### config.mk
export PLATFORM = sky130hd
export DESIGN_NAME = lkm_ctrl
export DESIGN_NICKNAME = d
export VERILOG_FILES = /design/src/sv/line_k_median_partition_dp_assert.svh /design/src/sv/lkm_pkg.sv /design/src/sv/lkm_ctrl.sv
export SDC_FILE = /design/constraint.sdc
export NUM_CORES = 1
export LEC_CHECK = 0
export ABC_AREA = 0
export ABC_CLOCK_PERIOD_IN_PS = 1580
export BUFFER_PORTS_ARGS = -buffer_cell sky130_fd_sc_hd__buf_2
export CORE_MARGIN = 1
export CORE_UTILIZATION = 25
export DETAILED_ROUTE_END_ITERATION = 12
export GPL_ROUTABILITY_DRIVEN = 0
export PLACE_DENSITY = 0.59
export SYNTH_ARGS = -nofsm -noshare
export SYNTH_HDL_FRONTEND = slang
export SYNTH_SLANG_ARGS = --single-unit
### constraint.sdc
create_clock -name clk -period 1.58 [get_ports clk]
set_input_delay 0 -clock clk [delete_from_list [all_inputs] [get_ports clk]]
set_output_delay 0 -clock clk [all_outputs]
set_load 0.05 [all_outputs]
### src/sv/line_k_median_partition_dp_assert.svh
// Assertion macros for the line k-median partition block
`ifndef LINE_K_MEDIAN_PARTITION_DP_ASSERT_SVH
`define LINE_K_MEDIAN_PARTITION_DP_ASSERT_SVH

// never both in the same cycle
`define LKM_ASSERT_NEVER(lbl, clk, rst_n, a, b) \
	lbl: assert property (@(posedge clk) disable iff (!rst_n) !((a) && (b))) \
		else $error("lkm: exclusive signals both high");

// next-cycle implication
`define LKM_ASSERT_NEXT(lbl, clk, rst_n, ante, cons) \
	lbl: assert property (@(posedge clk) disable iff (!rst_n) (ante) |=> (cons)) \
		else $error("lkm: next-cycle check failed");

`endif

### src/sv/lkm_pkg.sv
// ----------------------------------------------------------------------------
// lkm_pkg
// Shared types and constants of the line k-median partition block.
// ----------------------------------------------------------------------------
`default_nettype none
package lkm_pkg;

	localparam int MAX_VILLAGES = 256;
	localparam int MAX_OFFICES  = 32;
	localparam int POS_BITS     = 16;
	localparam int BEST_COLS    = MAX_OFFICES + 1;
	localparam int IDX_W        = $clog2(MAX_VILLAGES);
	localparam int CNT_W        = IDX_W + 1;
	localparam int KW           = 6;
	localparam int SUM_W        = 24;
	localparam int BEST_W       = 25;
	localparam int RC_AW        = 2 * IDX_W;
	localparam int BC_AW        = $clog2(MAX_VILLAGES * BEST_COLS);

	typedef struct packed {
		logic [15:0] position;
		logic        last;
	} in_item_t;

	typedef struct packed {
		logic [23:0] total_distance;
		logic        overflow;
	} out_item_t;

	typedef struct packed {
		logic load;
		logic init;
		logic med_rd;
		logic med_cap;
		logic sum_rd;
		logic sum_acc;
		logic rc_wr;
		logic dp_init;
		logic dp_start;
		logic j1_cap;
		logic m_rd;
		logic m_acc;
		logic dp_wr;
		logic out_take;
	} lkm_cmd_t;

	typedef struct packed {
		logic k_ge_n;
		logic t_end;
		logic a_end;
		logic b_end;
		logic j_one;
		logic j_diag;
		logic m_end;
		logic j_end;
		logic i_end;
	} lkm_status_t;

endpackage
`default_nettype wire

### src/sv/lkm_ctrl.sv
// ----------------------------------------------------------------------------
// lkm_ctrl
// Sequencer for loading, range cost build and partition programme.
// ----------------------------------------------------------------------------
`default_nettype none
module lkm_ctrl (
	input  wire                  clk,
	input  wire                  arst_n,
	input  wire                  in_valid,
	input  wire                  in_last,
	output logic                 in_ready,
	output logic                 out_valid,
	input  wire                  out_ready,
	input  lkm_pkg::lkm_status_t sts,
	output lkm_pkg::lkm_cmd_t    cmd
);
	import lkm_pkg::*;

	localparam logic [3:0] S_LOAD    = 4'd0;
	localparam logic [3:0] S_INIT    = 4'd1;
	localparam logic [3:0] S_MED_RD  = 4'd2;
	localparam logic [3:0] S_MED_CAP = 4'd3;
	localparam logic [3:0] S_SUM_RD  = 4'd4;
	localparam logic [3:0] S_SUM_ACC = 4'd5;
	localparam logic [3:0] S_RC_WR   = 4'd6;
	localparam logic [3:0] S_DP_J    = 4'd7;
	localparam logic [3:0] S_DP_J1   = 4'd8;
	localparam logic [3:0] S_M_RD    = 4'd9;
	localparam logic [3:0] S_M_ACC   = 4'd10;
	localparam logic [3:0] S_DP_WR   = 4'd11;
	localparam logic [3:0] S_OUT     = 4'd12;

	logic [3:0] state_q;
	logic [3:0] state_d;

	assign in_ready  = (state_q == S_LOAD);
	assign out_valid = (state_q == S_OUT);

	always_comb begin
		state_d = state_q;
		cmd     = '0;
		case (state_q)
			S_LOAD: begin
				if (in_valid) begin
					cmd.load = 1'b1;
					if (in_last) state_d = S_INIT;
				end
			end
			S_INIT: begin
				cmd.init = 1'b1;
				state_d  = sts.k_ge_n ? S_OUT : S_MED_RD;
			end
			S_MED_RD: begin
				cmd.med_rd = 1'b1;
				state_d    = S_MED_CAP;
			end
			S_MED_CAP: begin
				cmd.med_cap = 1'b1;
				state_d     = S_SUM_RD;
			end
			S_SUM_RD: begin
				cmd.sum_rd = 1'b1;
				state_d    = S_SUM_ACC;
			end
			S_SUM_ACC: begin
				cmd.sum_acc = 1'b1;
				state_d     = sts.t_end ? S_RC_WR : S_SUM_RD;
			end
			S_RC_WR: begin
				cmd.rc_wr = 1'b1;
				if (sts.a_end && sts.b_end) begin
					cmd.dp_init = 1'b1;
					state_d     = S_DP_J;
				end else begin
					state_d = S_MED_RD;
				end
			end
			S_DP_J: begin
				cmd.dp_start = 1'b1;
				if (sts.j_one)       state_d = S_DP_J1;
				else if (sts.j_diag) state_d = S_DP_WR;
				else                 state_d = S_M_RD;
			end
			S_DP_J1: begin
				cmd.j1_cap = 1'b1;
				state_d    = S_DP_WR;
			end
			S_M_RD: begin
				cmd.m_rd = 1'b1;
				state_d  = S_M_ACC;
			end
			S_M_ACC: begin
				cmd.m_acc = 1'b1;
				state_d   = sts.m_end ? S_DP_WR : S_M_RD;
			end
			S_DP_WR: begin
				cmd.dp_wr = 1'b1;
				state_d   = (sts.j_end && sts.i_end) ? S_OUT : S_DP_J;
			end
			S_OUT: begin
				if (out_ready) begin
					cmd.out_take = 1'b1;
					state_d      = S_LOAD;
				end
			end
			default: state_d = S_LOAD;
		endcase
	end

	always_ff @(posedge clk or negedge arst_n) begin
		if (!arst_n) state_q <= S_LOAD;
		else         state_q <= state_d;
	end

endmodule
`default_nettype wire

==> results.txt, run 1 <==
The worst supply voltage drop on vdd came out at between 0.9 and 1 mV. The via count of the first global-routing pass is about 450. The largest registers in the layout are state_q x4. The post-route netlist has 59.8% of its cells at a drive strength greater than 1. The biggest fanout along the worst timing path is 10. After synthesis, the largest family of logic cells by area is simple AND/OR/NAND/NOR gates. The netlist uses 29 different library cells. The area of the core is 1560 um2.

The average cell area after synthesis is between 8 and 9 um2. The clock transition at the register clock pins on the worst setup and hold paths after CTS came out at ~0.04 ns. The flow ran to the end, but the final reports show violations. The diode insertion count for antenna repair is 0. For this configuration, the core starts out at a cell density of 27.9%.

The number of nets in the synthesized netlist came out at 66. In this run the number of H-tree levels came out at 1. The number of remaining DRC errors is 2. The number of buffers added on ports came out at 29. The first detailed-routing pass took 8 iterations. The die is 43.7 um wide.

The vias after detailed routing came out at 502. The clock buffer count from CTS came out at 3. The number of placed cells counting well taps is 94. TritonCTS built the clock tree. The vertical die dimension is 43.7 um. The setup fix buffers added after clock tree synthesis is 0. Setup violations remaining at the end of the flow were counted as 0. The non-filler instance count after layout came out at a little under 100. The capturing element type of the critical path is an output port. The cell area after placement is roughly 600 um2.

After synthesis, the share of cell area in mux cells is 0%. The cell area after synthesis is 435 um2. After synthesis, the share of flip-flops with an asynchronous set or reset is 100%.

The xor/xnor share of the synthesized area is 0%. The register with the highest flop count is state_q. Dividing the detail-routed via count by the number of cells gives 5.12. In the layout the commonest cells are 29 x sky130_fd_sc_hd__buf_2, 4 x sky130_fd_sc_hd__nor3_2, 4 x sky130_fd_sc_hd__nor2_1, 4 x sky130_fd_sc_hd__dfrtp_2.

Among all flip-flop cells after synthesis, the most frequent one is sky130_fd_sc_hd__dfrtp_1. Setup repair after global routing left no endpoint under its margin. The number of flops mapped to enable cells by yosys is 0. The most frequent standard cell in the layout excluding fill and tap cells is sky130_fd_sc_hd__buf_2. The mean routed wirelength per cell came out at 12.4 um. The largest net degree at the start of global routing came out at 17. In the finished design, the share of the clock period the worst path needs comes to 93.7%.

The first global-routing pass estimated roughly 1900 um of wire. The layout-stage area growth over the synthesis result is 46.8%. The finished cells cover 639 um2.

Along the worst hold path, the cell count comes to 3. The shortest clock period the worst path allows after layout came out at ~1.5 ns. The initial antenna violation count is 0. In this run the worst hold path is classified as input port to register. The fmax came out at 675 MHz. The flip-flop and latch area came out at 105 um2. The critical path launch point type is a register. The share of the yosys chip area belonging to registers came out at between 20% and 30%. The overall track demand over capacity in global routing is between 10 and 15%. The area of the die came out at between 1500 and 2000 um2. The cell depth of the worst flop-to-flop path came out at 3. Across the run, the number of max-cap violations was 0. The final max-slew violation count is 0. The post-synthesis register bit count is 4. The flip-flop count of the largest register, all copies and words added is 4.

The adder-cell share of the synthesized area is 0%. The data arrival time of the critical path came out at 1.48 ns. The actual slew at the worst max-slew pin came out at 0.288 ns. The final clock skew came out at approximately 0.0004 ns.

The checks that failed: DRC. By startpoint and endpoint, the worst setup path is classified as register to output port. After detailed routing, the total wire length is 1220 um. The number of nets in the finished design came out at slightly below 100. The area of the multi-input gates is 322 um2.

The leakage power of the design is 0.327 nW. The clock insertion delay at the later pin of the skew report is 0.23 ns. At the end of the flow the core is filled with cells to 41.0%. The biggest area contributor in the post-synthesis netlist is sky130_fd_sc_hd__dfrtp_1. Summing the areas of all and, or, nand and nor instances in the mapped netlist gives 45.4% of the synthesized area. Counting along the longest clock path gives a buffer depth of 2.

The tree is rooted in a sky130_fd_sc_hd__clkbuf_4. The number of filler cells placed in the layout came out at 159. Measured against its own limit, the worst slew margin works out to 80.8%.

The count of clock tree sinks is 4. The hold violation total from the final report is 0. Ranked by total cell area, the synthesized netlist is headed by sky130_fd_sc_hd__dfrtp_1 23%, sky130_fd_sc_hd__buf_6 7.8%, sky130_fd_sc_hd__nor3_1 6.9%, sky130_fd_sc_hd__nor4bb_1 4.6%, sky130_fd_sc_hd__nand2b_1 4.3%.

The number of top-level design ports is 30. The synthesis warning total came out at 0. The HPWL after detailed placement is between 900 and 1000 um.

The power density over the cells came out at 2150 nW/um2. The share of synthesized area in the top cell type comes to 23.0%. The share of the synthesized area in compound gates (AO/OA/AOI/OAI) came out at 20.4%. After global routing the overflow that remains totals 0. The synthesized instance count is 52.

The post-detailed-route count of antenna-violating nets came out at 0. The final-layout worst hold slack is 0.0372 ns. The number of DRC violations after detailed-routing iteration 0 came out at 6. The floorplan row count is 14. The worst path required time is 1.58 ns.
## power breakdown
part           internal (mW)  switching, mW
sequential             0.162          0.189
combinational          0.316          0.583
clock                 0.0848         0.0390
total                  0.562          0.811
## per-layer routing
layer,track usage [%],wire length [um]
met3,3.75,62
met2,19.7,588
met5,0,0
met1,17.3,565
met4,10.0,0
## what timing repair did
| action | in CTS | in global routing |
|---|---|---|
| setup endpoints to repair | 3 | 1 |
| hold endpoints to repair | 4 | 0 |
| hold buffers | 1 | 0 |
| resized for setup | 3 | 1 |
| pin swaps | 0 | 0 |
## path summary, 6_finish.rpt
path / from / to / slack, ns
setup reg to reg: state_q[2] / state_q[0] / 0.24
min in group asynchronous: arst_n / state_q[1] / 0.10
max in group asynchronous: arst_n / state_q[3] / 1.35
hold reg to reg: state_q[3] / state_q[1] / 0.72
hold / removal: sts[3] / state_q[1] / 0.04
setup / recovery: state_q[0] / cmd[6] / 0.1
## synth_stat cells (2+ instances only)
master                     n
sky130_fd_sc_hd__nor4bb_1  2
sky130_fd_sc_hd__and2_1    2
sky130_fd_sc_hd__nand3_1   2
sky130_fd_sc_hd__nand2b_1  3
sky130_fd_sc_hd__nor2_1    4
sky130_fd_sc_hd__dfrtp_1   4
sky130_fd_sc_hd__inv_1     2
sky130_fd_sc_hd__a21oi_1   3
sky130_fd_sc_hd__nand2_1   2
sky130_fd_sc_hd__and2b_2   2
sky130_fd_sc_hd__buf_6     3
sky130_fd_sc_hd__nor3_1    6
## critical path: stages (launching register included)
cell and delay [ns]:
sky130_fd_sc_hd__dfrtp_2 0.48, sky130_fd_sc_hd__and4bb_4 0.37, sky130_fd_sc_hd__nand3_2 0.10, sky130_fd_sc_hd__inv_1 0.06
sky130_fd_sc_hd__buf_2 0.25
## metrics by stage
stage          TNS (ns)  power, mW  worst slack (ns)
3_3_place_gp          0       1.23             0.189
4_1_cts               0       1.39            0.0238
3_5_place_dp          0       1.24             0.142
6_report              0       1.37            0.0994
5_1_grt               0       1.46            0.0181
2_1_floorplan    -0.538       1.11            -0.240
## kinds of logic after synthesis
family / count (synthesis)
AND/OR/NAND/NOR: 30
buffers and inverters: 6
flip-flops: 4
AO/OA/AOI/OAI: 12
## cell type report
| class | count | area share, % |
|---|---|---|
| clock buffer | 3 | 3.52 |
| tap | 16 | 3.13 |
| multi-input combinational | 42 | 50.3 |
| inverter | 2 | 1.17 |
| timing repair buffer | 31 | 25.4 |
| sequential | 4 | 16.4 |
(Power assumes the default switching activity.)
==> run 2: changes to the inputs <==
--- a/config.mk
+++ b/config.mk
@@ -12,7 +12,6 @@
 export CORE_UTILIZATION = 25
 export DETAILED_ROUTE_END_ITERATION = 12
 export GPL_ROUTABILITY_DRIVEN = 0
-export PLACE_DENSITY = 0.59
 export SYNTH_ARGS = -nofsm -noshare
 export SYNTH_HDL_FRONTEND = slang
 export SYNTH_SLANG_ARGS = --single-unit
==> results.txt, run 2 (synthesis results as in run 1) <==
The run finished, with violations left. The final reports fail on DRC. In this run the static leakage power is approximately 0.34 nW. The post-detailed-route count of antenna-violating nets came out at 0. TritonCTS created 3 clock buffers. The critical path starts at state_q[3]. The routed wire length came out at 1220 um. The power density over the cells is 2140 nW/um2.

The initial antenna violation count came to 0. The clock drives 4 sinks. The overall track demand over capacity in global routing came out at 15.2%. In this design, the stage delay of the slowest critical-path cell is 0.49 ns. In the finished design, the share of the clock period the worst path needs comes to a little over nine tenths. The clock transition at the register clock pins on the worst setup and hold paths after CTS is 0.04 ns. The capturing element type of the critical path is an output port. The initial standard-cell utilization of the core is 27.9%.

Measured along the x axis, the die boundary spans 43.7 um. The layout cell share with drive strength beyond 1 is 60.7%. The shortest clock period the worst path allows after layout is between 1 and 1.5 ns. The clock reaches the later pin of the worst-skew pair after 0.24 ns. The dominant delay contributor by cell family on the critical path is flip-flops. The final number of setup-violating endpoints is 0. At the end of the flow, the number of nets in the layout was 100. The via count of the first global-routing pass is 508. The worst max-slew margin expressed relative to the limit is 81.9%. After detailed routing, the number of remaining DRC violations is 2. The worst register-to-register path begins at state_q[1]. In the final layout, the registers with the most flip-flops are state_q x4. The biggest fanout along the worst timing path is 13.

The worst path required time came out at approximately 1.6 ns. The global-route wire length before repair is 2100 um. The hold violation total from the final report came out at 0. The worst hold-check path type is input port to register. The number of max-capacitance violations reported came out at 0. Across the routed clock network, the largest skew measured is between 0.0015 and 0.002 ns. In the layout the commonest cells are 28 x sky130_fd_sc_hd__buf_2, 4 x sky130_fd_sc_hd__nor3_2, 4 x sky130_fd_sc_hd__nor2_1, 4 x sky130_fd_sc_hd__buf_4, 4 x sky130_fd_sc_hd__dfrtp_2. TritonCTS built the clock tree. The area of the core came out at approximately 1600 um2. The slowest stage of the critical path belongs to the cell sky130_fd_sc_hd__dfrtp_2. The final max-slew violation count was 0.

Compared with the post-synthesis result, the final layout area differs by 50.9%. The wire-length estimate of the detail-placed layout is 943 um. The worst slack at placement came out at roughly 0.19 ns. For this block, the initial DRC count from the detailed router was 6. Dividing the detail-routed wire length by the instance count gives 12.2 um. Static timing analysis puts the maximum clock frequency at around 670 MHz. The number of antenna diodes in the final layout is 0. The total overflow left after global routing is 0. Across the VDD grid, the largest voltage drop is 0.679 mV. The smallest setup slack after layout is 0.0832 ns.

The setup fix buffers added after clock tree synthesis is 0. The maximum clock insertion buffer count is 2. The register with the highest flop count is state_q.

The data arrival time of the critical path came out at 1.50 ns. Setup repair after global routing left no endpoint under its margin. The worst path buffer plus inverter count is 2.

The vias after detailed routing is 532. The depth of the CTS H-tree came out at 1. The startpoint identified for the worst hold timing path is sts[3]. The largest net degree at the start of global routing came out at 14. The area of the die is 1910 um2.

The floorplan row count came out at 14. In this run the clock root is driven by a sky130_fd_sc_hd__clkbuf_4. The worst setup path is launched from a register. The startpoint-to-endpoint class of the critical path is register to output port.

The actual slew at the worst max-slew pin came out at 0.272 ns. The fraction of the core area covered by cells at the end of the flow came out at a little over two fifths. The first-pass iteration count of the detailed router is 8. The flip-flop count of the largest register, all copies and words added came out at 4.

Hold is met by 0.0297 ns. After detailed routing, the number of vias per cell comes to about 5.3. Leaving out fill and tap cells, the most frequent cell in the layout is sky130_fd_sc_hd__buf_2. 30 I/O pins were placed.

Adding up every negative setup slack in the final design gives 0 ns. The post-route total power came out at 1.41 mW. Walking the worst path, the cells encountered are and4bb_4, nand3_2, inv_1, buf_2.

The number of buffers added on ports came out at 29. The vertical die dimension came out at 43.7 um.
-- run 2: cell count changes in the layout (fill, tap and decap cells not counted), sizes merged --
| cell | previous run | this run |
|---|---|---|
| buf | 30 | 32 |
-- run 2: layer usage --
layer	routed length, um	vias to the layer above	track usage, %
met2	609	23	24.5
met3	115	5	6.25
met5	0	-	0
li1	-	261	-
met1	473	243	17.9
met4	21	0	5.63
-- run 2: path summary, 6_finish.rpt --
kind	endpoint	slack [ns]	cells past startpoint
worst max register to register	state_q[1]	0.28	3
min in group asynchronous	state_q[2]	0.09	2
max in group asynchronous	state_q[0]	1.36	2
worst min register to register	state_q[1]	0.71	1
worst max-delay path	cmd[6]	0.08	4
worst min-delay path	state_q[1]	0.03	3
-- run 2: area by class of cell --
| class | instances | area (um2) |
|---|---|---|
| timing repair buffer | 33 | 180 |
| fill | 176 | 902 |
| clock buffer | 3 | 22.5 |
| sequential | 4 | 105 |
| inverter | 2 | 7.51 |
| multi-input combinational | 42 | 322 |
| tap | 16 | 20.0 |
-- run 2: repair_timing --
| action | 4_1_cts | 5_1_grt |
|---|---|---|
| endpoints found under the hold margin | 4 | 0 |
| hold buffers | 1 | 0 |
| gates resized for setup | 2 | 4 |
| setup endpoints to repair | 1 | 3 |
-- run 2: through the flow --
step                instance area [um2]  std cells
global route                        657        100
CTS                                 652        100
floorplan                           470         52
finish                              657        100
detailed placement                  617         96
global placement                    617         96
-- run 2: worst register-to-register path: stages (launching register included) --
cell	delay (ns)
sky130_fd_sc_hd__dfrtp_2	0.50
sky130_fd_sc_hd__nand2b_1	0.23
sky130_fd_sc_hd__o31a_1	0.31
sky130_fd_sc_hd__o2111ai_1	0.17
-- run 2: where the power goes --
part	switching (mW)	leakage (nW)	internal [mW]
logic	0.611	0.278	0.347
registers	0.158	0.0450	0.162
clock network	0.0448	0.0138	0.0851
